<file path="config.mk">
export PLATFORM = sky130hd
export DESIGN_NAME = sync_length_type_frame_parser
export DESIGN_NICKNAME = d
export VERILOG_FILES = /design/src/rtl/core/slfp_pkg.sv /design/src/rtl/core/sync_length_type_frame_parser.sv /design/src/rtl/core/slfp_ram.sv /design/src/rtl/core/slfp_dp.sv /design/src/rtl/core/slfp_ctrl.sv
export SDC_FILE = /design/constraint.sdc
export NUM_CORES = 1
export LEC_CHECK = 0
export ABC_AREA = 1
export BUFFER_PORTS_ARGS = -buffer_cell sky130_fd_sc_hd__buf_2
export CAP_MARGIN = 20
export CORE_UTILIZATION = 40
export CTS_CLUSTER_DIAMETER = 50
export CTS_CLUSTER_SIZE = 24
export DETAILED_ROUTE_END_ITERATION = 6
export HOLD_SLACK_MARGIN = 0.08
export PLACE_DENSITY = 0.6
export SLEW_MARGIN = 25
export SYNTH_ARGS = -nofsm -noshare
export SYNTH_HDL_FRONTEND = slang
export SYNTH_SLANG_ARGS = --single-unit
</file>
<file path="constraint.sdc">
create_clock -name aclk -period 2.4 [get_ports aclk]
set_clock_uncertainty 0.15 [all_clocks]
set_input_delay 0.36 -clock aclk [delete_from_list [all_inputs] [get_ports aclk]]
set_output_delay 0.36 -clock aclk [all_outputs]
set_load 0.02 [all_outputs]
</file>
<file path="src/rtl/core/slfp_pkg.sv">
// Shared types and constants for the sync/length/type frame parser.
// Holds field widths, register indexes and the controller/datapath command
// and status structs. No dependencies.
package slfp_pkg;

    localparam int BYTE_W          = 8;
    localparam int IDX_W           = 6;
    localparam int LEN_W           = 7;
    localparam int MAX_PAYLOAD_DEF = 64;

    // APB register map: byte address 4*i
    localparam int APB_ADDR_W = 4;
    localparam int APB_DATA_W = 32;

    localparam logic [1:0] REG_SYNC1 = 2'd0;
    localparam logic [1:0] REG_SYNC2 = 2'd1;
    localparam logic [1:0] REG_END1  = 2'd2;
    localparam logic [1:0] REG_END2  = 2'd3;

    localparam logic [BYTE_W-1:0] SYNC1_RST = 8'd170;
    localparam logic [BYTE_W-1:0] SYNC2_RST = 8'd85;
    localparam logic [BYTE_W-1:0] END1_RST  = 8'd13;
    localparam logic [BYTE_W-1:0] END2_RST  = 8'd10;

    // Commands from controller to datapath
    typedef struct packed {
        logic len_load;   // latch declared length, clear receive count
        logic type_load;  // latch type byte
        logic data_wr;    // store payload beat, advance receive count
        logic idx_clr;    // restart emission index
        logic idx_inc;    // advance emission index
        logic rd_en;      // read payload store at emission index
        logic out_load;   // fill output register
    } slfp_cmd_t;

    // Status from datapath to controller
    typedef struct packed {
        logic is_sync1;
        logic is_sync2;
        logic is_end1;
        logic is_end2;
        logic len_over;   // incoming length byte exceeds the store depth
        logic len_zero;   // held length is zero
        logic data_done;  // this payload beat is the last one
        logic emit_last;  // current emission index is the final result
        logic out_free;   // output register can take a result this cycle
    } slfp_sts_t;

endpackage

</file>
<file path="src/rtl/core/sync_length_type_frame_parser.sv">
// Top level of the sync/length/type frame parser.
// Depends on slfp_pkg, slfp_ctrl, slfp_dp (and slfp_ram through slfp_dp).
//
// Usage:
//   s_* carries received bytes, one per beat. The block hunts for frames
//   sync1, sync2, length, type, payload, end1, end2 (byte values set over
//   APB at addresses 0x0, 0x4, 0x8, 0xC). A frame with a good trailer comes
//   out on m_* as one beat per payload byte, or one empty beat for a
//   zero-length frame; m_tlast marks the final beat. Bad trailers and
//   lengths above MAX_PAYLOAD drop the frame silently.
//   While parsing, the block takes one byte per cycle. After the second
//   trailer byte it stops taking input and reads the payload store out,
//   each result beat a store read and then an output register load, so
//   s_tready stays low for the whole walk; an empty frame needs only
//   the output register load, with no store read.
//   If the receiver stalls, the output register holds its beat and the
//   store walk waits; while the final beat waits the block already hunts.
//   Reset restores the default sync and trailer bytes, clears the parse
//   state and the output valid flag; the payload store is not cleared.
module sync_length_type_frame_parser import slfp_pkg::*; #(
    parameter int MAX_PAYLOAD = MAX_PAYLOAD_DEF
) (
    input  logic                  aclk,
    input  logic                  aresetn,
    // APB configuration port
    input  logic                  psel,
    input  logic                  penable,
    input  logic                  pwrite,
    input  logic [APB_ADDR_W-1:0] paddr,
    input  logic [APB_DATA_W-1:0] pwdata,
    output logic [APB_DATA_W-1:0] prdata,
    output logic                  pready,
    // Input byte stream
    input  logic                  s_tvalid,
    output logic                  s_tready,
    input  logic [7:0]            s_tdata,   // [7:0] rx_byte
    // Result stream
    output logic                  m_tvalid,
    input  logic                  m_tready,
    output logic [31:0]           m_tdata,   // [7:0] frame_type, [15:8] payload_byte,
                                             // [21:16] byte_index, [28:22] payload_length,
                                             // [31:29] zero
    output logic                  m_tuser,   // [0] has_payload
    output logic                  m_tlast    // last_of_frame
);

    slfp_cmd_t         cmd;
    slfp_sts_t         sts;
    logic [BYTE_W-1:0] out_type, out_payload;
    logic [IDX_W-1:0]  out_index;
    logic [LEN_W-1:0]  out_length;

    assign pready = 1'b1;

    slfp_ctrl u_ctrl (
        .aclk     (aclk),
        .aresetn  (aresetn),
        .s_tvalid (s_tvalid),
        .s_tready (s_tready),
        .sts      (sts),
        .cmd      (cmd)
    );

    slfp_dp #(
        .MAX_PAYLOAD (MAX_PAYLOAD)
    ) u_dp (
        .aclk            (aclk),
        .aresetn         (aresetn),
        .psel            (psel),
        .penable         (penable),
        .pwrite          (pwrite),
        .paddr           (paddr),
        .pwdata          (pwdata),
        .prdata          (prdata),
        .rx_byte         (s_tdata),
        .cmd             (cmd),
        .sts             (sts),
        .m_tready        (m_tready),
        .out_valid       (m_tvalid),
        .out_type        (out_type),
        .out_payload     (out_payload),
        .out_index       (out_index),
        .out_length      (out_length),
        .out_has_payload (m_tuser),
        .out_last        (m_tlast)
    );

    // Pack result fields, first field lowest
    assign m_tdata = {3'b000, out_length, out_index, out_payload, out_type};

endmodule

</file>
<file path="src/rtl/core/slfp_ram.sv">
// Generic single-write, single-read RAM with registered read data.
// Used for the payload store. No dependencies.
module slfp_ram #(
    parameter int WIDTH  = 8,
    parameter int DEPTH  = 64,
    parameter int ADDR_W = (DEPTH > 1) ? $clog2(DEPTH) : 1
) (
    input  logic              aclk,
    input  logic              we,
    input  logic [ADDR_W-1:0] waddr,
    input  logic [WIDTH-1:0]  wdata,
    input  logic              re,
    input  logic [ADDR_W-1:0] raddr,
    output logic [WIDTH-1:0]  rdata
);

    logic [WIDTH-1:0] mem [DEPTH];

    // Write port
    always_ff @(posedge aclk) begin
        if (we) begin
            mem[waddr] <= wdata;
        end
    end

    // Registered read port
    always_ff @(posedge aclk) begin
        if (re) begin
            rdata <= mem[raddr];
        end
    end

endmodule

</file>
<file path="src/rtl/core/slfp_dp.sv">
// Datapath of the frame parser: config registers, byte compares, length,
// type and counters, payload store and the output register.
// Depends on slfp_pkg and slfp_ram.
module slfp_dp import slfp_pkg::*; #(
    parameter int MAX_PAYLOAD = MAX_PAYLOAD_DEF
) (
    input  logic                  aclk,
    input  logic                  aresetn,
    // APB configuration
    input  logic                  psel,
    input  logic                  penable,
    input  logic                  pwrite,
    input  logic [APB_ADDR_W-1:0] paddr,
    input  logic [APB_DATA_W-1:0] pwdata,
    output logic [APB_DATA_W-1:0] prdata,
    // Input byte
    input  logic [BYTE_W-1:0]     rx_byte,
    // Controller link
    input  slfp_cmd_t             cmd,
    output slfp_sts_t             sts,
    // Result register
    input  logic                  m_tready,
    output logic                  out_valid,
    output logic [BYTE_W-1:0]     out_type,
    output logic [BYTE_W-1:0]     out_payload,
    output logic [IDX_W-1:0]      out_index,
    output logic [LEN_W-1:0]      out_length,
    output logic                  out_has_payload,
    output logic                  out_last
);

    localparam int AW = (MAX_PAYLOAD > 1) ? $clog2(MAX_PAYLOAD) : 1;
    localparam logic [LEN_W-1:0]  MAX_LEN  = LEN_W'(MAX_PAYLOAD);
    localparam logic [BYTE_W-1:0] MAX_BYTE = BYTE_W'(MAX_PAYLOAD);

    logic [BYTE_W-1:0] sync1_reg, sync2_reg, end1_reg, end2_reg;
    logic [LEN_W-1:0]  len_reg, rcv_reg, idx_reg;
    logic [BYTE_W-1:0] type_reg;
    logic [BYTE_W-1:0] ram_q;
    logic              cfg_wr;
    logic [1:0]        reg_sel;
    logic              out_valid_reg;
    logic [BYTE_W-1:0] out_type_reg, out_payload_reg;
    logic [IDX_W-1:0]  out_index_reg;
    logic [LEN_W-1:0]  out_length_reg;
    logic              out_has_payload_reg, out_last_reg;
    logic              store_we;

    assign reg_sel = paddr[3:2];
    assign cfg_wr  = psel && penable && pwrite;

    // Configuration registers
    always_ff @(posedge aclk) begin
        if (!aresetn) begin
            sync1_reg <= SYNC1_RST;
            sync2_reg <= SYNC2_RST;
            end1_reg  <= END1_RST;
            end2_reg  <= END2_RST;
        end else if (cfg_wr) begin
            case (reg_sel)
                REG_SYNC1: sync1_reg <= pwdata[BYTE_W-1:0];
                REG_SYNC2: sync2_reg <= pwdata[BYTE_W-1:0];
                REG_END1:  end1_reg  <= pwdata[BYTE_W-1:0];
                REG_END2:  end2_reg  <= pwdata[BYTE_W-1:0];
                default: ;
            endcase
        end
    end

    // Register readback
    always_comb begin
        prdata = '0;
        case (reg_sel)
            REG_SYNC1: prdata[BYTE_W-1:0] = sync1_reg;
            REG_SYNC2: prdata[BYTE_W-1:0] = sync2_reg;
            REG_END1:  prdata[BYTE_W-1:0] = end1_reg;
            REG_END2:  prdata[BYTE_W-1:0] = end2_reg;
            default:   prdata = '0;
        endcase
    end

    // Frame header and counters
    always_ff @(posedge aclk) begin
        if (!aresetn) begin
            len_reg  <= '0;
            rcv_reg  <= '0;
            type_reg <= '0;
            idx_reg  <= '0;
        end else begin
            if (cmd.len_load) begin
                len_reg <= rx_byte[LEN_W-1:0];
                rcv_reg <= '0;
            end else if (cmd.data_wr) begin
                rcv_reg <= rcv_reg + LEN_W'(1);
            end
            if (cmd.type_load) begin
                type_reg <= rx_byte;
            end
            if (cmd.idx_clr) begin
                idx_reg <= '0;
            end else if (cmd.idx_inc) begin
                idx_reg <= idx_reg + LEN_W'(1);
            end
        end
    end

    // Payload store
    assign store_we = cmd.data_wr && (rcv_reg < MAX_LEN);

    slfp_ram #(
        .WIDTH (BYTE_W),
        .DEPTH (MAX_PAYLOAD)
    ) u_store (
        .aclk  (aclk),
        .we    (store_we),
        .waddr (rcv_reg[AW-1:0]),
        .wdata (rx_byte),
        .re    (cmd.rd_en),
        .raddr (idx_reg[AW-1:0]),
        .rdata (ram_q)
    );

    // Status toward the controller
    always_comb begin
        sts.is_sync1  = (rx_byte == sync1_reg);
        sts.is_sync2  = (rx_byte == sync2_reg);
        sts.is_end1   = (rx_byte == end1_reg);
        sts.is_end2   = (rx_byte == end2_reg);
        sts.len_over  = (rx_byte > MAX_BYTE);
        sts.len_zero  = (len_reg == '0);
        sts.data_done = ((rcv_reg + LEN_W'(1)) >= len_reg);
        sts.emit_last = (len_reg == '0) || ((idx_reg + LEN_W'(1)) == len_reg);
        sts.out_free  = !out_valid_reg || m_tready;
    end

    // Output register: hold until taken, refill on load
    always_ff @(posedge aclk) begin
        if (!aresetn) begin
            out_valid_reg <= 1'b0;
        end else if (cmd.out_load) begin
            out_valid_reg <= 1'b1;
        end else if (m_tready) begin
            out_valid_reg <= 1'b0;
        end
    end

    always_ff @(posedge aclk) begin
        if (cmd.out_load) begin
            out_type_reg        <= type_reg;
            out_payload_reg     <= (len_reg == '0) ? '0 : ram_q;
            out_index_reg       <= idx_reg[IDX_W-1:0];
            out_length_reg      <= len_reg;
            out_has_payload_reg <= (len_reg != '0);
            out_last_reg        <= sts.emit_last;
        end
    end

    assign out_valid       = out_valid_reg;
    assign out_type        = out_type_reg;
    assign out_payload     = out_payload_reg;
    assign out_index       = out_index_reg;
    assign out_length      = out_length_reg;
    assign out_has_payload = out_has_payload_reg;
    assign out_last        = out_last_reg;

endmodule

</file>
<file path="src/rtl/core/slfp_ctrl.sv">
// Controller of the frame parser: hunt/parse state machine and the
// emission sequencer that walks the payload store.
// Depends on slfp_pkg.
module slfp_ctrl import slfp_pkg::*; (
    input  logic      aclk,
    input  logic      aresetn,
    input  logic      s_tvalid,
    output logic      s_tready,
    input  slfp_sts_t sts,
    output slfp_cmd_t cmd
);

    typedef enum logic [3:0] {
        ST_SYNC1,
        ST_SYNC2,
        ST_LEN,
        ST_TYPE,
        ST_DATA,
        ST_END1,
        ST_END2,
        ST_FETCH,
        ST_LOAD
    } state_t;

    state_t state_reg, state_next;
    logic   in_acc;

    // Take bytes only while parsing
    assign s_tready = (state_reg != ST_FETCH) && (state_reg != ST_LOAD);
    assign in_acc   = s_tvalid && s_tready;

    // Next state and commands
    always_comb begin
        state_next = state_reg;
        cmd        = '0;
        case (state_reg)
            ST_SYNC1: begin
                if (in_acc && sts.is_sync1) begin
                    state_next = ST_SYNC2;
                end
            end
            ST_SYNC2: begin
                if (in_acc) begin
                    if (sts.is_sync2) begin
                        state_next = ST_LEN;
                    end else if (sts.is_sync1) begin
                        state_next = ST_SYNC2;
                    end else begin
                        state_next = ST_SYNC1;
                    end
                end
            end
            ST_LEN: begin
                if (in_acc) begin
                    if (sts.len_over) begin
                        state_next = ST_SYNC1;
                    end else begin
                        cmd.len_load = 1'b1;
                        state_next   = ST_TYPE;
                    end
                end
            end
            ST_TYPE: begin
                if (in_acc) begin
                    cmd.type_load = 1'b1;
                    state_next    = sts.len_zero ? ST_END1 : ST_DATA;
                end
            end
            ST_DATA: begin
                if (in_acc) begin
                    cmd.data_wr = 1'b1;
                    if (sts.data_done) begin
                        state_next = ST_END1;
                    end
                end
            end
            ST_END1: begin
                if (in_acc) begin
                    state_next = sts.is_end1 ? ST_END2 : ST_SYNC1;
                end
            end
            ST_END2: begin
                if (in_acc) begin
                    if (sts.is_end2) begin
                        cmd.idx_clr = 1'b1;
                        state_next  = sts.len_zero ? ST_LOAD : ST_FETCH;
                    end else begin
                        state_next = ST_SYNC1;
                    end
                end
            end
            ST_FETCH: begin
                cmd.rd_en  = 1'b1;
                state_next = ST_LOAD;
            end
            ST_LOAD: begin
                if (sts.out_free) begin
                    cmd.out_load = 1'b1;
                    if (sts.emit_last) begin
                        state_next = ST_SYNC1;
                    end else begin
                        cmd.idx_inc = 1'b1;
                        state_next  = ST_FETCH;
                    end
                end
            end
            default: state_next = ST_SYNC1;
        endcase
    end

    // State register
    always_ff @(posedge aclk) begin
        if (!aresetn) begin
            state_reg <= ST_SYNC1;
        end else begin
            state_reg <= state_next;
        end
    end

    // A result is loaded only into a free output register
    a_load_free: assert property (@(posedge aclk) disable iff (!aresetn)
        cmd.out_load |-> sts.out_free)
        else $error("result loaded over a pending beat");

    // The final result of a frame hands the block back to the hunt
    a_last_to_hunt: assert property (@(posedge aclk) disable iff (!aresetn)
        (cmd.out_load && sts.emit_last) |=> (state_reg == ST_SYNC1) && s_tready)
        else $error("no return to hunt after final result");

    // A store read is always followed by a load attempt
    a_fetch_then_load: assert property (@(posedge aclk) disable iff (!aresetn)
        cmd.rd_en |=> (state_reg == ST_LOAD) && !s_tready)
        else $error("store read not followed by load");

    // Each payload write leaves the parser in the data phase or at the first trailer byte
    a_wr_in_frame: assert property (@(posedge aclk) disable iff (!aresetn)
        cmd.data_wr |=> (state_reg == ST_DATA) || (state_reg == ST_END1))
        else $error("payload write outside the data phase");

endmodule

</file>
==> impl_metrics.ini <==
[logic_synthesis]
synth_area_per_cell_um2 = 11.7
ys_types = 48
synth_fa_ha_area_frac = 0.00438
synthArstFlopShare = 0
synth-compound-area-share = 0.128
synth_xor_area_frac = 0.0118
ys_ff_latch = 617
synth_top_family_by_area = compound AO/OA/AOI/OAI gates
synth_ff_type = edfxtp_1
synth_mux_area_frac = 0
synthCells = 2208
syn_area_mm2 = 0.0257
yosys_warnings = 0
seq_area_frac_synth = 0.694
synth-edff-count = 551
synth-simple-area-share = 0.118

[clocking]
cts_root_buffer = clkbuf_16
cts_buffer_depth = 3
clock-sinks = 617
cts_buffers = 60
path_clk_slew_ns = 0.07
cts_tree = done
h-tree-depth = 2
insertion_delay_ns = 0.64

[cells_and_area]
regMostFlops = u_dp.u_store.mem
synthToLayoutAreaGrowth_pct = 20.1
fin_area_mm2 = 0.0309
mostFrequentLayoutCell = edfxtp_1
seqCellArea_mm2 = 0.0179
antenna_cells = 0
finalNetCount = 2489
largest_reg_flops = 512
drive_gt1_frac = 0.186
multi_input_area_mm2 = 0.00702
layout_common_cells = 551 x edfxtp_1, 413 x nor2_1, 305 x o21ai_0, 200 x nand2_1, 165 x buf_4
fillers = 5633

[placed_design]
place_ws_ns = 0.000204
place.gp.congestion = 0.899
place_area_mm2 = 0.0282
place_hpwl_mm = 42.7
io_buffers = 65

[grt]
grtUsageTotal = 0.207
grt_pass1_vias = 17300
use_met1 = 0.279
antenna_found_initial = 4
use_met3 = 0.0241
grt_busiest_layer = met2
grt_overflow_total = 0
grt_pass1_wl_mm = 104
grt_max_degree = 81
use_met2 = 0.346

[pwr]
p_int_mw = 17.1
ir_drop_v = 0.000598
pwr-share-clk = 0.446
switching_share = 0.224
comb_power_share = 0.024
powerDensity_mw_per_mm2 = 712
netSwitchingPower_mw = 4.94
power_frac_seq = 0.531
p_leak_nw = 11.0

[floorplanning]
coreArea_mm2 = 0.0633
io_pins = 120
die_h_um = 256
fp-row-count = 92
die_x_um = 256
fp.dieArea_mm2 = 0.0654
start_util = 0.407

[critical_path]
crit_type = reg2reg
crit_required_ns = 2.61
cp_num_buf_inv = 4
slowest_stage = o211ai_1
cp.arrival_ns = 2.66
max_stage_delay_ns = 0.50
worstPathCellList = buf_12, inv_8, buf_12, buf_4, o21ai_0, o22ai_1, nand2_1, a21oi_1, o211ai_1, nand2_1
crit_path_end_kind = flip-flop
worstSetupStartpointType = flip-flop
worstPathMaxFanout = 20
cpLargestDelayFamily = compound AO/OA/AOI/OAI gates

[detailed_routing]
wirelength_mm = 69.1
drtIter0Drc = 1883
vias_per_cell = 5.31
routed-via-count = 17700
ant_nets = 0
drc = 0
dr.pass1.iters = 5
wl_per_cell_um = 20.8

[timing]
rsz0062_at_grt = yes
report.final.setup_viol = 2
timing.final.crit_share = 1.02
maxSlewHeadroom = 0.470
finalCriticalPeriod_ns = 2.45
max_freq_mhz = 408
hold_violations = 0
worst_pin_slew_ns = 0.795
layout_setup_ws_ns = -0.0512
slew_violations = 0

[worst_hold_path]
worst_hold_path_type = in2reg

[outcome]
violations = setup timing
status = finished with violations

[flow_run]
drv_cap = 0
power groups by stage:
stage / Clock, mW / Combinational (mW) / Sequential [mW]
3_3_place_gp: 0 / 0.480 / 11.9
2_1_floorplan: 0 / 0.247 / 11.9
5_1_grt: 10.4 / 0.564 / 11.7
6_report: 9.81 / 0.518 / 11.7
4_1_cts: 9.97 / 0.516 / 11.7
3_5_place_dp: 0 / 0.487 / 11.9
worst min-delay path: cells and delay by family:
kind | cells | cell delay, ns
buf+inv | 2 | 0.25
simple gates | 4 | 0.36
per-layer routing:
metal  wire length (um)  up-vias
li1                   -     8324
met1              29000     8620
met2              33600      615
met3               4320      116
met4               2210        0
met5                  0        -
cell families (layout without fill, tap and decap cells):
kind of cell,count (synthesis),in the layout
XOR/XNOR,33,33
AO/OA/AOI/OAI,592,592
AND/OR/NAND/NOR,714,714
adder cells (fa/ha/maj),9,9
other,2,28
flip-flops,617,617
buffers and inverters,241,488
cells in the mapped netlist (2+ instances only):
| library cell | count | share of area |
|---|---|---|
| dfxtp_1 | 66 | 0.051 |
| nor2_4 | 5 | 0.0022 |
| buf_2 | 47 | 0.0091 |
| o211ai_1 | 30 | 0.0088 |
| ha_1 | 9 | 0.0044 |
| edfxtp_1 | 551 | 0.64 |
| or2_2 | 2 | 0.00049 |
| inv_4 | 2 | 0.00049 |
| o21ai_0 | 334 | 0.065 |
| buf_1 | 4 | 0.00058 |
| buf_6 | 4 | 0.0017 |
| nand2_2 | 4 | 0.00097 |
| nor3_1 | 5 | 0.00097 |
| a21oi_1 | 55 | 0.011 |
| xnor2_1 | 12 | 0.0041 |
| nor2_2 | 3 | 0.00073 |
| o21ai_1 | 27 | 0.0053 |
| inv_2 | 8 | 0.0012 |
| nor2_8 | 3 | 0.0023 |
| nand4_4 | 5 | 0.0041 |
| xor2_1 | 20 | 0.0068 |
| buf_4 | 34 | 0.0099 |
| o21bai_1 | 3 | 0.00087 |
| clkbuf_1 | 66 | 0.0096 |
| o22ai_1 | 121 | 0.029 |
| nor2_1 | 421 | 0.061 |
| nand2_1 | 205 | 0.030 |
| nand3_1 | 47 | 0.0091 |
| nand4_1 | 7 | 0.0017 |
| o2111ai_1 | 6 | 0.0020 |
| nor3_4 | 2 | 0.0013 |
| inv_1 | 74 | 0.011 |
| conb_1 | 2 | 0.00029 |
| o221ai_1 | 10 | 0.0034 |
final timing paths:
check                                       from               endpoint  slack (ns)  cells after the start
worst max-delay path             u_dp.idx_reg[0]  u_dp.u_store.rdata[5]       -0.05                     10
worst min-delay path                     penable       u_dp.end2_reg[3]        0.23                      6
worst min register to register  u_dp.type_reg[7]       u_dp.out_type[7]        0.28                      0
worst max register to register   u_dp.idx_reg[0]  u_dp.u_store.rdata[5]       -0.05                     10
per-stage QoR:
stage | setup TNS, ns | util | cells | power (mW) | hold slack (ns)
floorplan | 0 | - | 2234 | 12.2 | 0.253
finish | -0.0570 | 0.488 | 3327 | 22.0 | 0.231
global route | -0.246 | 0.488 | 3327 | 22.6 | 0.230
global placement | 0 | 0.446 | 3179 | 12.4 | 0.263
detailed placement | 0 | 0.446 | 3179 | 12.4 | 0.270
CTS | 0 | 0.482 | 3313 | 22.2 | 0.194
area by class of cell:
| cell class | count | area share |
|---|---|---|
| clock inverters | 47 | 0.0180 |
| flip-flops and latches | 617 | 0.579 |
| multi-input cells | 1376 | 0.227 |
| repair buffers | 289 | 0.0819 |
| clock buffers | 67 | 0.0494 |
| inverters | 85 | 0.0108 |
| well taps | 846 | 0.0342 |
timing repair:
item	in CTS	in global routing
endpoints found under the hold margin	53	0
gates cloned	0	3
buffers inserted	1	11
resized for setup	0	89
endpoints found under the setup margin	2	141
pin swaps	1	36
hold buffers	19	0
(Power assumes the default switching activity.)
